`src/design/qrs_sqrt_cell.sv`:
```
// One cell of the pipelined square root chain; resolves one root bit.
// Consumes the two top radicand bits and passes the rest to the next cell.
// Depends on nothing beyond its ports.
`default_nettype none
module qrs_sqrt_cell #(
  parameter int DW = 34,
  parameter int TW = 34
) (
  input  wire logic              clk,
  input  wire logic              rst_n,
  input  wire logic              en,
  input  wire logic              v_i,
  input  wire logic [DW-1:0]     x_i,
  input  wire logic [DW/2+3:0]   rem_i,
  input  wire logic [DW/2-1:0]   root_i,
  input  wire logic [TW-1:0]     tag_i,
  output logic                   v_o,
  output logic [DW-1:0]          x_o,
  output logic [DW/2+3:0]        rem_o,
  output logic [DW/2-1:0]        root_o,
  output logic [TW-1:0]          tag_o
);

  localparam int RW  = DW / 2;
  localparam int RMW = RW + 4;

  logic [RMW-1:0] shifted;
  logic [RMW-1:0] trial;
  logic           take;
  logic           v_r;
  logic [DW-1:0]  x_r;
  logic [RMW-1:0] rem_r;
  logic [RW-1:0]  root_r;
  logic [TW-1:0]  tag_r;

  always_comb begin
    shifted = {rem_i[RMW-3:0], x_i[DW-1:DW-2]};
    trial   = {2'b00, root_i, 2'b01};
    take    = (shifted >= trial);
  end

  always_ff @(posedge clk) begin
    if (!rst_n) begin
      v_r <= 1'b0;
    end else if (en) begin
      v_r <= v_i;
    end
  end

  always_ff @(posedge clk) begin
    if (en) begin
      x_r    <= {x_i[DW-3:0], 2'b00};
      rem_r  <= take ? (shifted - trial) : shifted;
      root_r <= {root_i[RW-2:0], take};
      tag_r  <= tag_i;
    end
  end

  assign v_o    = v_r;
  assign x_o    = x_r;
  assign rem_o  = rem_r;
  assign root_o = root_r;
  assign tag_o  = tag_r;

endmodule
`default_nettype wire

```
`config.mk`:
```
export PLATFORM = sky130hd
export DESIGN_NAME = qrs_sqrt_cell
export DESIGN_NICKNAME = d
export VERILOG_FILES = /design/src/design/qrs_sqrt_cell.sv
export SDC_FILE = /design/constraint.sdc
export NUM_CORES = 1
export LEC_CHECK = 0
export BUFFER_PORTS_ARGS = -buffer_cell sky130_fd_sc_hd__buf_2
export CAP_MARGIN = 20
export CORE_ASPECT_RATIO = 1.4
export CORE_MARGIN = 10
export CORE_UTILIZATION = 48
export CTS_BUF_LIST = sky130_fd_sc_hd__clkbuf_4
export DETAILED_ROUTE_END_ITERATION = 16
export PLACE_DENSITY_LB_ADDON = 0.08
export SLEW_MARGIN = 20
export SYNTH_ARGS = -nofsm -noshare
export SYNTH_HDL_FRONTEND = slang
export SYNTH_SLANG_ARGS = --single-unit
```
`constraint.sdc`:
```
create_clock -name clk -period 3.5 [get_ports clk]
set_clock_uncertainty 0.1 [all_clocks]
set_input_delay 0.7 -clock clk [delete_from_list [all_inputs] [get_ports clk]]
set_output_delay 0.7 -clock clk [all_outputs]
set_load 0.01 [all_outputs]
```
; Yosys cells after proc, flatten, opt, wreduce, memory -nomap -nowiden
; Index checks and enable logic that the tools add are counted.
; W data, S select, Z words.
[word_totals]
reg_bits = 105
inputBits = 110
word_cells = 8
[op_classes]
n_addsub = 1
n_lt_le_gt_ge = 1
n_mux = 1
[op_table]
columns = cell, count
row1 = $ge A21 B19 Y1, 1
row2 = $mux W21, 1
row3 = $sub A21 B19 Y21, 1

; Longest topological paths before layout
[depth]
depth_word = 2
mapped_depth = 11

; Worst setup path before layout
; No wires, ideal clock.
[synth_path]
path_type = input-to-reg
startpoint = in root_i[0]
endpoint = reg rem_r[20], in the netlist rem_o[20], data pin
setup_time_ns = 0.269
arrival_time_ns = 2.593
required_time_ns = 3.131
slack_ns = 0.538
path_stages = 9
path_cell_list = inv_1 -> ha_1 -> nor2b_4 -> o31a_1 -> o21a_1 -> or2_4 -> a211o_1 -> a2111oi_4 -> xor2_1
[synth_between]
elab_chain_len = 2
elab_cells_between_ends = 3
[synth_rtl]
columns = element, line
row1 = start: declaration, 15  ; input wire logic [DW/2-1:0] root_i,
row2 = $sub A21 B19 Y21 or $ge A21 B19 Y1 (tied branches), "53, 39"
row3 = $mux W21 (*), 53  ; rem_r <= take ? (shifted - trial) : shifted;
row4 = end signal: assignment, 53
row5 = end: declaration, 32  ; logic [RMW-1:0] rem_r;
; Every way passes the cells marked *; elsewhere a longest branch is shown, timed or not.
; A chain may end at the register's enable or synchronous reset.

; Final worst setup path
; Same ends and word-level chain as after synthesis.

==> results.py <==
metrics = {
    "grt": {
        "met2_usage_pct": 31.1,
        "antenna_found_initial": 0,
        "gr-total-overflow": 0,
        "grt_max_degree": 58,
        "track_usage_pct": 17.2,
        "grt_pass1_wl_um": 17900,
        "top_usage_layer": "met2",
        "met3_usage_pct": 5.76,
        "grt_use_met1_pct": 17.5,
        "grt_pass1_vias": 3372,
    },
    "clock_tree": {
        "cts_setup_buffers": 0,
        "clock_path_buffers": 2,
        "cts_hold_buf": 0,
        "cts-resized-gates": 0,
        "htreeDepth": 3,
        "tritoncts": "yes",
        "cts_made_buffers": 9,
        "cts.sinks": 105,
        "insertion_delay_ps": 440,
        "clk_pin_slew_ps": 170,
        "root_buffer": "clkbuf_4",
    },
    "worst_setup_path": {
        "cp_slowest_stage_delay_ps": 380,
        "crit_buf_inv": 2,
        "path_class": "in2reg",
        "worstSetupStartpointType": "primary input",
        "worstSetupPathDepth": 10,
        "critPathCapture": "rem_o[20]",
        "cp_slowest_cell": "a2111oi_4",
        "worstPathMaxFanout": 5,
        "crit_start": "root_i[0]",
        "path_delay_family": "compound AO/OA/AOI/OAI gates",
        "crit_chain": "buf_2, inv_1, ha_1, nor2b_4, o31a_1, o21a_1, or2_4, a211o_1, a2111oi_4, xor2_1",
        "required_ps": 3620,
        "rr_startpoint": "v_o",
        "r2r_setup_slack_ps": 2780,
        "r2r_cells": 2,
        "r2r-end": "v_o",
        "cp.arrival_ps": 2850,
        "end_kind": "register",
    },
    "min_path": {
        "hold_path_startpoint": "x_i[26]",
        "hp-class": "in2reg",
    },
    "synth": {
        "synth_async_sr_flop_share_pct": 0,
        "synth_edf_count": 104,
        "yosysWarnings": 0,
        "ys_seq_area_share_pct": 70.1,
        "synthCells": 313,
        "synth_top_area_share_pct": 69.7,
        "ys.flop_type": "edfxtp_1",
        "ys_types": 50,
        "syn_area_um2": 4480,
        "synth_area_leader_cell": "edfxtp_1",
        "ys_seq_elements": 105,
        "synthTopCellsByArea": "edfxtp_1 70%, ha_1 5.3%, nand2_1 2.5%",
        "avgSynthCellArea_um2": 14.3,
    },
    "status": {
        "status": "completed",
    },
    "sta": {
        "whs_ps": 310,
        "min_period_ps": 2730,
        "fin_crit_sh_pct": 78.1,
        "rsz0062_at_grt": "no",
        "slew_headroom_pct": 57.2,
        "tightest_slew_ps": 642,
        "setup_slack_ps": 767,
        "finalSetupTns_ps": 0,
        "final_max_slew_viol_count": 0,
        "finalSetupViolCount": 0,
        "fmax_ghz": 0.366,
        "hold_violations": 0,
    },
    "placed_design": {
        "finalWeightedCongestion": 0.831,
        "postPlaceCellArea_um2": 5700,
        "portBuffers": 212,
        "pre_cts_slack_ps": 278,
        "dp.final_hpwl_um": 9770,
    },
    "detailed_routing": {
        "vias_per_cell": 5.12,
        "ant_nets": 0,
        "route.detailed.drc": 0,
        "wl_per_cell_um": 18.7,
        "vias": 3311,
        "finalWirelength_um": 12100,
        "drtIter0Drc": 111,
        "dr.pass1.iters": 4,
    },
    "layout": {
        "final_cell_mix": "211 x buf_2, 104 x edfxtp_1, 30 x nand2_1, 22 x inv_1, 19 x ha_1",
        "n_antenna_cell": 0,
        "area_growth_pct": 30.5,
        "mostFrequentLayoutCell": "buf_2",
        "final_nets": 664,
        "final_area_um2": 5850,
        "drive_gt1_share_pct": 44.8,
        "fill_cells": 754,
    },
    "power_and_ir_drop": {
        "power.density_nw_per_um2": 465,
        "fin_total_pwr_mw": 2.72,
        "vdd_drop_max_mv": 0.216,
        "p_leak_nw": 2.59,
    },
    "die": {
        "dieArea_um2": 13700,
        "core_um2": 9080,
        "num_rows": 41,
        "num_io_pins": 217,
        "start_util_pct": 49.4,
        "die_h_um": 134,
        "die-width_um": 102,
    },
    "run": {
        "max-cap-violations": 0,
    },
}
registers in the layout, indices dropped and copies added (netlist names):
name	cells
tag_o	34
root_o	17
v_o	1
rem_o	21
x_o	32
how the worst min path moves through the flow:
stage | to | cells past startpoint
floorplan | v_o | 2
global placement | v_o | 2
detailed placement | v_o | 2
CTS | x_o[14] | 1
global route | tag_o[1] | 1
finish | x_o[28] | 1
area by class of cell:
| type | count | area, um2 | share of cell area (%) |
|---|---|---|---|
| Clock buffer | 9 | 67.6 | 1.15 |
| Clock inverter | 7 | 87.6 | 1.50 |
| Inverter | 23 | 86.3 | 1.48 |
| Multi-Input combinational cell | 179 | 1220 | 20.8 |
| Sequential cell | 105 | 3140 | 53.7 |
| Tap cell | 107 | 134 | 2.29 |
| Timing Repair Buffer | 217 | 1110 | 19.0 |
where the power goes:
part           total [mW]  switching, mW  internal (mW)
Clock               0.652          0.419          0.233
Sequential           1.54         0.0246           1.52
Combinational       0.523          0.301          0.222
synth_stat cells, drive strengths merged, types with 2 or more instances:
library cell / number
a2111oi: 2
a21o: 3
a21oi: 18
a31oi: 2
buf: 5
clkbuf: 2
edfxtp: 104
ha: 19
inv: 23
mux2i: 2
nand2: 30
nand2b: 5
nand3: 9
nand4: 2
nor2: 13
nor2b: 3
nor3: 2
o21a: 5
o21ai: 25
o31a: 2
o31ai: 4
xnor2: 9
xor2: 6
stage by stage:
| step | utilization (%) | cells |
|---|---|---|
| 2_1_floorplan | - | 314 |
| 3_3_place_gp | 62.7 | 631 |
| 3_5_place_dp | 62.7 | 631 |
| 4_1_cts | 64.4 | 647 |
| 5_1_grt | 64.4 | 647 |
| 6_report | 64.4 | 647 |
routing by layer:
metal,up-vias,routed length [um]
li1,1612,-
met1,1558,4200
met2,127,6520
met3,14,1190
met4,0,217
met5,-,0
cell families after synthesis:
family | after synthesis | synth area share, %
muxes | 3 | 0.698
adders and majority gates | 19 | 5.30
DFF | 105 | 70.1
buffers and inverters | 30 | 2.76
other | 1 | 0.0836
xor gates and xnor gates | 15 | 2.93
AOI/OAI and AO/OA | 71 | 10.8
and+or+nand+nor | 69 | 7.34
Power figures use the tool's default switching activity.
