<file path="src/design/qrs_div_cell.sv">
// One cell of the pipelined divider chain; resolves one quotient bit for
// each of the two root lanes against a shared divisor. No dependencies.
`default_nettype none
module qrs_div_cell #(
  parameter int NW   = 34,
  parameter int DENW = 17,
  parameter int TW   = 4
) (
  input  wire logic            clk,
  input  wire logic            rst_n,
  input  wire logic            en,
  input  wire logic            v_i,
  input  wire logic [DENW-1:0] den_i,
  input  wire logic [NW-1:0]   np_i,
  input  wire logic [DENW-1:0] rp_i,
  input  wire logic [NW-1:0]   qp_i,
  input  wire logic [NW-1:0]   nm_i,
  input  wire logic [DENW-1:0] rm_i,
  input  wire logic [NW-1:0]   qm_i,
  input  wire logic [TW-1:0]   tag_i,
  output logic                 v_o,
  output logic [DENW-1:0]      den_o,
  output logic [NW-1:0]        np_o,
  output logic [DENW-1:0]      rp_o,
  output logic [NW-1:0]        qp_o,
  output logic [NW-1:0]        nm_o,
  output logic [DENW-1:0]      rm_o,
  output logic [NW-1:0]        qm_o,
  output logic [TW-1:0]        tag_o
);

  logic [DENW:0]   sp;
  logic [DENW:0]   sm;
  logic [DENW:0]   dx;
  logic            tp;
  logic            tm;
  logic [DENW:0]   dp;
  logic [DENW:0]   dm;
  logic            v_r;
  logic [DENW-1:0] den_r;
  logic [NW-1:0]   np_r;
  logic [DENW-1:0] rp_r;
  logic [NW-1:0]   qp_r;
  logic [NW-1:0]   nm_r;
  logic [DENW-1:0] rm_r;
  logic [NW-1:0]   qm_r;
  logic [TW-1:0]   tag_r;

  always_comb begin
    sp = {rp_i, np_i[NW-1]};
    sm = {rm_i, nm_i[NW-1]};
    dx = {1'b0, den_i};
    tp = (sp >= dx);
    tm = (sm >= dx);
    dp = tp ? (sp - dx) : sp;
    dm = tm ? (sm - dx) : sm;
  end

  always_ff @(posedge clk) begin
    if (!rst_n) begin
      v_r <= 1'b0;
    end else if (en) begin
      v_r <= v_i;
    end
  end

  always_ff @(posedge clk) begin
    if (en) begin
      den_r <= den_i;
      np_r  <= {np_i[NW-2:0], 1'b0};
      nm_r  <= {nm_i[NW-2:0], 1'b0};
      rp_r  <= dp[DENW-1:0];
      rm_r  <= dm[DENW-1:0];
      qp_r  <= {qp_i[NW-2:0], tp};
      qm_r  <= {qm_i[NW-2:0], tm};
      tag_r <= tag_i;
    end
  end

  assign v_o   = v_r;
  assign den_o = den_r;
  assign np_o  = np_r;
  assign rp_o  = rp_r;
  assign qp_o  = qp_r;
  assign nm_o  = nm_r;
  assign rm_o  = rm_r;
  assign qm_o  = qm_r;
  assign tag_o = tag_r;

endmodule
`default_nettype wire

</file>
<file path="config.mk">
export PLATFORM = sky130hd
export DESIGN_NAME = qrs_div_cell
export DESIGN_NICKNAME = d
export VERILOG_FILES = /design/src/design/qrs_div_cell.sv
export SDC_FILE = /design/constraint.sdc
export NUM_CORES = 1
export LEC_CHECK = 0
export ABC_AREA = 1
export BUFFER_PORTS_ARGS = -buffer_cell sky130_fd_sc_hd__buf_2
export CAP_MARGIN = 40
export CORE_MARGIN = 4
export CORE_UTILIZATION = 43
export DETAILED_ROUTE_END_ITERATION = 8
export GPL_ROUTABILITY_DRIVEN = 0
export HOLD_SLACK_MARGIN = 0.06
export PLACE_DENSITY_LB_ADDON = 0.05
export SLEW_MARGIN = 20
export SYNTH_ARGS = -nofsm -noshare
export SYNTH_HDL_FRONTEND = slang
export SYNTH_SLANG_ARGS = --single-unit
</file>
<file path="constraint.sdc">
create_clock -name clk -period 2.2 [get_ports clk]
set_clock_uncertainty 0.2 [all_clocks]
set_input_delay 0.22 -clock clk [delete_from_list [all_inputs] [get_ports clk]]
set_output_delay 0.22 -clock clk [all_outputs]
set_load 0.01 [all_outputs]
</file>
### Word-level counts from Yosys, hierarchy flattened

Cells that the tools add are included.

* input port bits: 195
* flip-flop bits (word level): 190

* muxes and demuxes: 2
* add/sub/neg operators: 2
* order comparisons: 2

Operators with widths (count)
* >= comparator 18 x 17 -> 1 bit: 2
* two-way mux 17 bit: 2
* subtractor 17 bit: 2

### Logic depth before layout (Yosys ltp)

* depth in word-level cells: 2
* gate-level depth with buffers: 15
* depth with buffers taken out: 14

### Worst setup path before layout

OpenSTA, ideal clock, no wires.

* path type: in2reg
* start: input np_i[33]
* end: register rp_r[5] (netlist: rp_o[5]) (data pin)
* required time: 1.748 ns
* path buffers: 1
* arrival: 1.643 ns
* stages on the path: 15
* path slack: 0.105 ns
* cells stage by stage: inv_1 ha_1 inv_1 fa_1 nand2_1 nand2_1 nand3_2 nand2_2 nand2_1 nand2_2 nand2_4 nand2_4 buf_6 nand2_1 nand2_1

* longest elaborated chain between the ends: 2
* elaborated cells between the ends (all ways): 3
* those cells by class: 1 x add/sub; 1 x order compare; 1 x mux

RTL lines
* start, declared: RTL line 14 `input wire logic [NW-1:0] np_i,`
* >= comparator 18 x 17 -> 1 bit: RTL line 53 `tp = (sp >= dx);`
* via tp: RTL line 35 `logic tp;`
* two-way mux 17 bit: RTL line 55 `dp = tp ? (sp - dx) : sp;`
* via dp[5]: RTL line 37 `logic [DENW:0] dp;`
* end signal, assigned: RTL line 72 `rp_r <= dp[DENW-1:0];`
* end, declared: RTL line 42 `logic [DENW-1:0] rp_r;`

The timed path passes the listed nets, and every way through them passes these cells.
A chain may end at the register's enable or synchronous reset.

### Final worst setup path

* start: input rp_i[9]
* end: register rp_r[11] (netlist: rp_o[11]) (data pin)

* longest elaborated chain between the ends: 2
* elaborated cells between the ends (all ways): 3
* those cells by class: 1 x add/sub; 1 x order compare; 1 x mux

RTL lines
* start, declared: RTL line 15 `input wire logic [DENW-1:0] rp_i,`
* subtractor 17 bit / >= comparator 18 x 17 -> 1 bit (equally long branches): RTL line 55, 53
* two-way mux 17 bit *: RTL line 55
* via dp[11]: RTL line 37

The timed path passes the listed nets; every way through them passes the cells marked *.

==> flow_summary.ini <==
[yosys]
yosys_most_used_dff = edfxtp_1
yosysTopAreaCellShare_pct = 66.0
synth-edff-count = 189
synth.distinct_cells = 36
synthCells = 770
ys_seq_area_share_pct = 66.2
async_flop_share_pct = 0
synth_seq_cells = 190
yosysWarnings = 0
yosysTopAreaCell = edfxtp_1
synth_area_mm2 = 0.00860
synth.avg_cell_area_um2 = 11.2
ys_top_cells_by_area = edfxtp_1 66%, nand2_1 11%, inv_1 5.0%

[hold_path]
whs_path_depth = 1
min-delay-start = en
holdPathEnd = qp_o[30]$_DFFE_PP_
hold_class = input pin to flip-flop

[finish]
layoutNonFillerInstCount = 1680
drive_above_1_share_pct = 38.5
areaGrowthSynthToFinish_pct = 64.2
layout_commonest_cell = buf_2
final_cell_mix = 373 x buf_2, 240 x nand2_1, 189 x edfxtp_1
fin_nets = 1629

[critical_path]
cp_max_fo = 6
required_ns = 2.19
worst_setup_path_start_kind = input pin
crit_type = input pin to flip-flop
cp.arrival_ns = 2.17
r2r-start = v_o$_SDFFE_PN0P_
rr_worst_depth = 3
cp-end-kind = flip-flop
reg2reg_slack_ns = 0.72
r2r-end = v_o$_SDFFE_PN0P_

[global_routing]
grt-ovfl-total = 0
grt_pass1_vias = 7586
grt_util_all_layers_pct = 24.4
grt_pass1_wl_um = 41800
antenna_found_initial = 4
grt_start_max_net_pins = 45

[detailed_routing]
wl_per_cell_um = 17.1
via_count = 7789
ant_nets = 0
drt_iter0_markers = 412
drtPass1Iterations = 7
drc = 0
vias_per_cell = 4.64
routed_wl_um = 28700

[pwr]
peakVddDrop_mv = 0.548
pwr-share-seq_pct = 46.1
p_clk_share_pct = 32.2
power_mw = 9.65
sw_frac_of_total_pct = 28.7
power.density_mw_per_mm2 = 683
power_switching_mw = 2.77
leakage_nw = 6.76
pwr-share-comb_pct = 21.7
p_int_mw = 6.88

[cts]
tritoncts = yes
cts-root-buf = clkbuf_16
numClockSinks = 190
htree_levels = 4
cts.reportedPaths.clkPinSlew_ns = 0.08
cts_made_buffers = 17
insertion_delay_ns = 0.43
cts_buffer_depth = 2

[job]
maxCapViolCount = 0

[floorplan]
initial_core_util_pct = 43.9
rows = 51
die_height_um = 149
ios = 387
die-area_mm2 = 0.0223
core_mm2 = 0.0196
die_w_um = 149

[placed_design]
hpwl_um = 20000
dp_cells = 1452
placement.io_buffers = 382

[timing]
hold_violations = 0
slew_viol_final = 0
finalSetupTns_ns = 0
timing.fmax_mhz = 459
setup_violations = 0
fin_crit_sh_pct = 99.1
period_minus_slack_ns = 2.18

[run_status]
status = complete, no violations
## critical path, stage by stage
cell	delay, ns
dlygate4sd3_1	0.54
buf_2	0.15
ha_4	0.28
nand2_2	0.07
nor2_4	0.10
inv_2	0.06
nor4_4	0.28
nand2_4	0.16
buf_8	0.17
nand3_1	0.08
nand2_1	0.06
## sequential cells by signal, indices dropped and copies added, names as in the netlist, 4 cells and up
name,flops
den_o,17
tag_o,4
qm_o,34
rp_o,17
np_o,33
nm_o,33
rm_o,17
qp_o,34
## what timing repair did
item | 4_1_cts | 5_1_grt
gates resized for setup | 0 | 62
setup endpoints to repair | 0 | 36
hold buffers | 189 | 0
endpoints found under the hold margin | 188 | 0
buffers inserted | 0 | 7
## cells in the mapped netlist (all sizes together) (2+ instances only)
cell type  number
nand2         272
edfxtp        189
inv           119
nand3          61
ha             34
nor2           28
a21oi          20
xor2           12
buf             8
nand4           5
nor3            5
and3            2
fa              2
o21ai           2
or2             2
xnor2           2
## power groups by stage
stage                     combinational [mW]  clock (mW)  sequential [mW]
after global placement                  1.67           0             4.52
after floorplan                        0.654           0             4.72
after global routing                    2.30        3.34             4.48
final                                   2.10        3.11             4.45
after detailed placement                1.68           0             4.52
after CTS                               1.97        3.19             4.44
## area by class of cell
cell class | instances | area (um^2)
sequential | 190 | 5700
fill | 1427 | 5470
timing repair buffer | 613 | 4290
multi-input combinational | 456 | 2740
inverter | 120 | 450
clock buffer | 17 | 425
tap | 265 | 332
clock inverter | 15 | 185
antenna | 4 | 10.0
## through the flow
stage / hold slack [ns] / setup WS [ns] / util [%] / cell area, um^2
floorplan: 0.113 / 0.105 / - / 8600
global placement: 0.197 / -0.0465 / 56.9 / 11100
detailed placement: 0.198 / -0.0928 / 56.9 / 11100
CTS: 0.0869 / 0.00763 / 69.7 / 13600
global route: 0.0930 / -0.0327 / 72.1 / 14100
finish: 0.0756 / 0.0194 / 72.1 / 14100
## layer usage
| metal | global-route usage, % | up-vias | part of all wire [%] |
|---|---|---|---|
| met5 | 0 | - | 0.073 |
| met4 | 8.24 | 4 | 2.4 |
| met3 | 6.32 | 55 | 7.6 |
| met2 | 43.3 | 322 | 52 |
| met1 | 28.9 | 3600 | 38 |
| li1 | - | 3808 | - |
## kinds of logic after synthesis
| logic type | after synthesis | share of synthesized area [%] |
|---|---|---|
| compound gates | 23 | 1.46 |
| xor+xnor | 14 | 1.43 |
| fa+ha+maj | 36 | 5.41 |
| buf+inv | 128 | 6.10 |
| flops | 190 | 66.2 |
| other cells | 1 | 0.0436 |
| simple gates | 378 | 19.3 |
## worst max path at each step
stage	startpoint	endpoint	slack, ns	cells past startpoint
after floorplan	np_i[33]	rp_o[5]$_DFFE_PP_	0.10	15
after global placement	den_i[0]	rp_o[13]$_DFFE_PP_	-0.05	14
after detailed placement	den_i[0]	rp_o[11]$_DFFE_PP_	-0.09	14
after CTS	rp_i[0]	rp_o[11]$_DFFE_PP_	0.008	13
after global routing	rp_i[9]	rp_o[8]$_DFFE_PP_	-0.03	11
final	rp_i[9]	rp_o[11]$_DFFE_PP_	0.02	11
No activity file was read; power rests on OpenSTA's default activity.
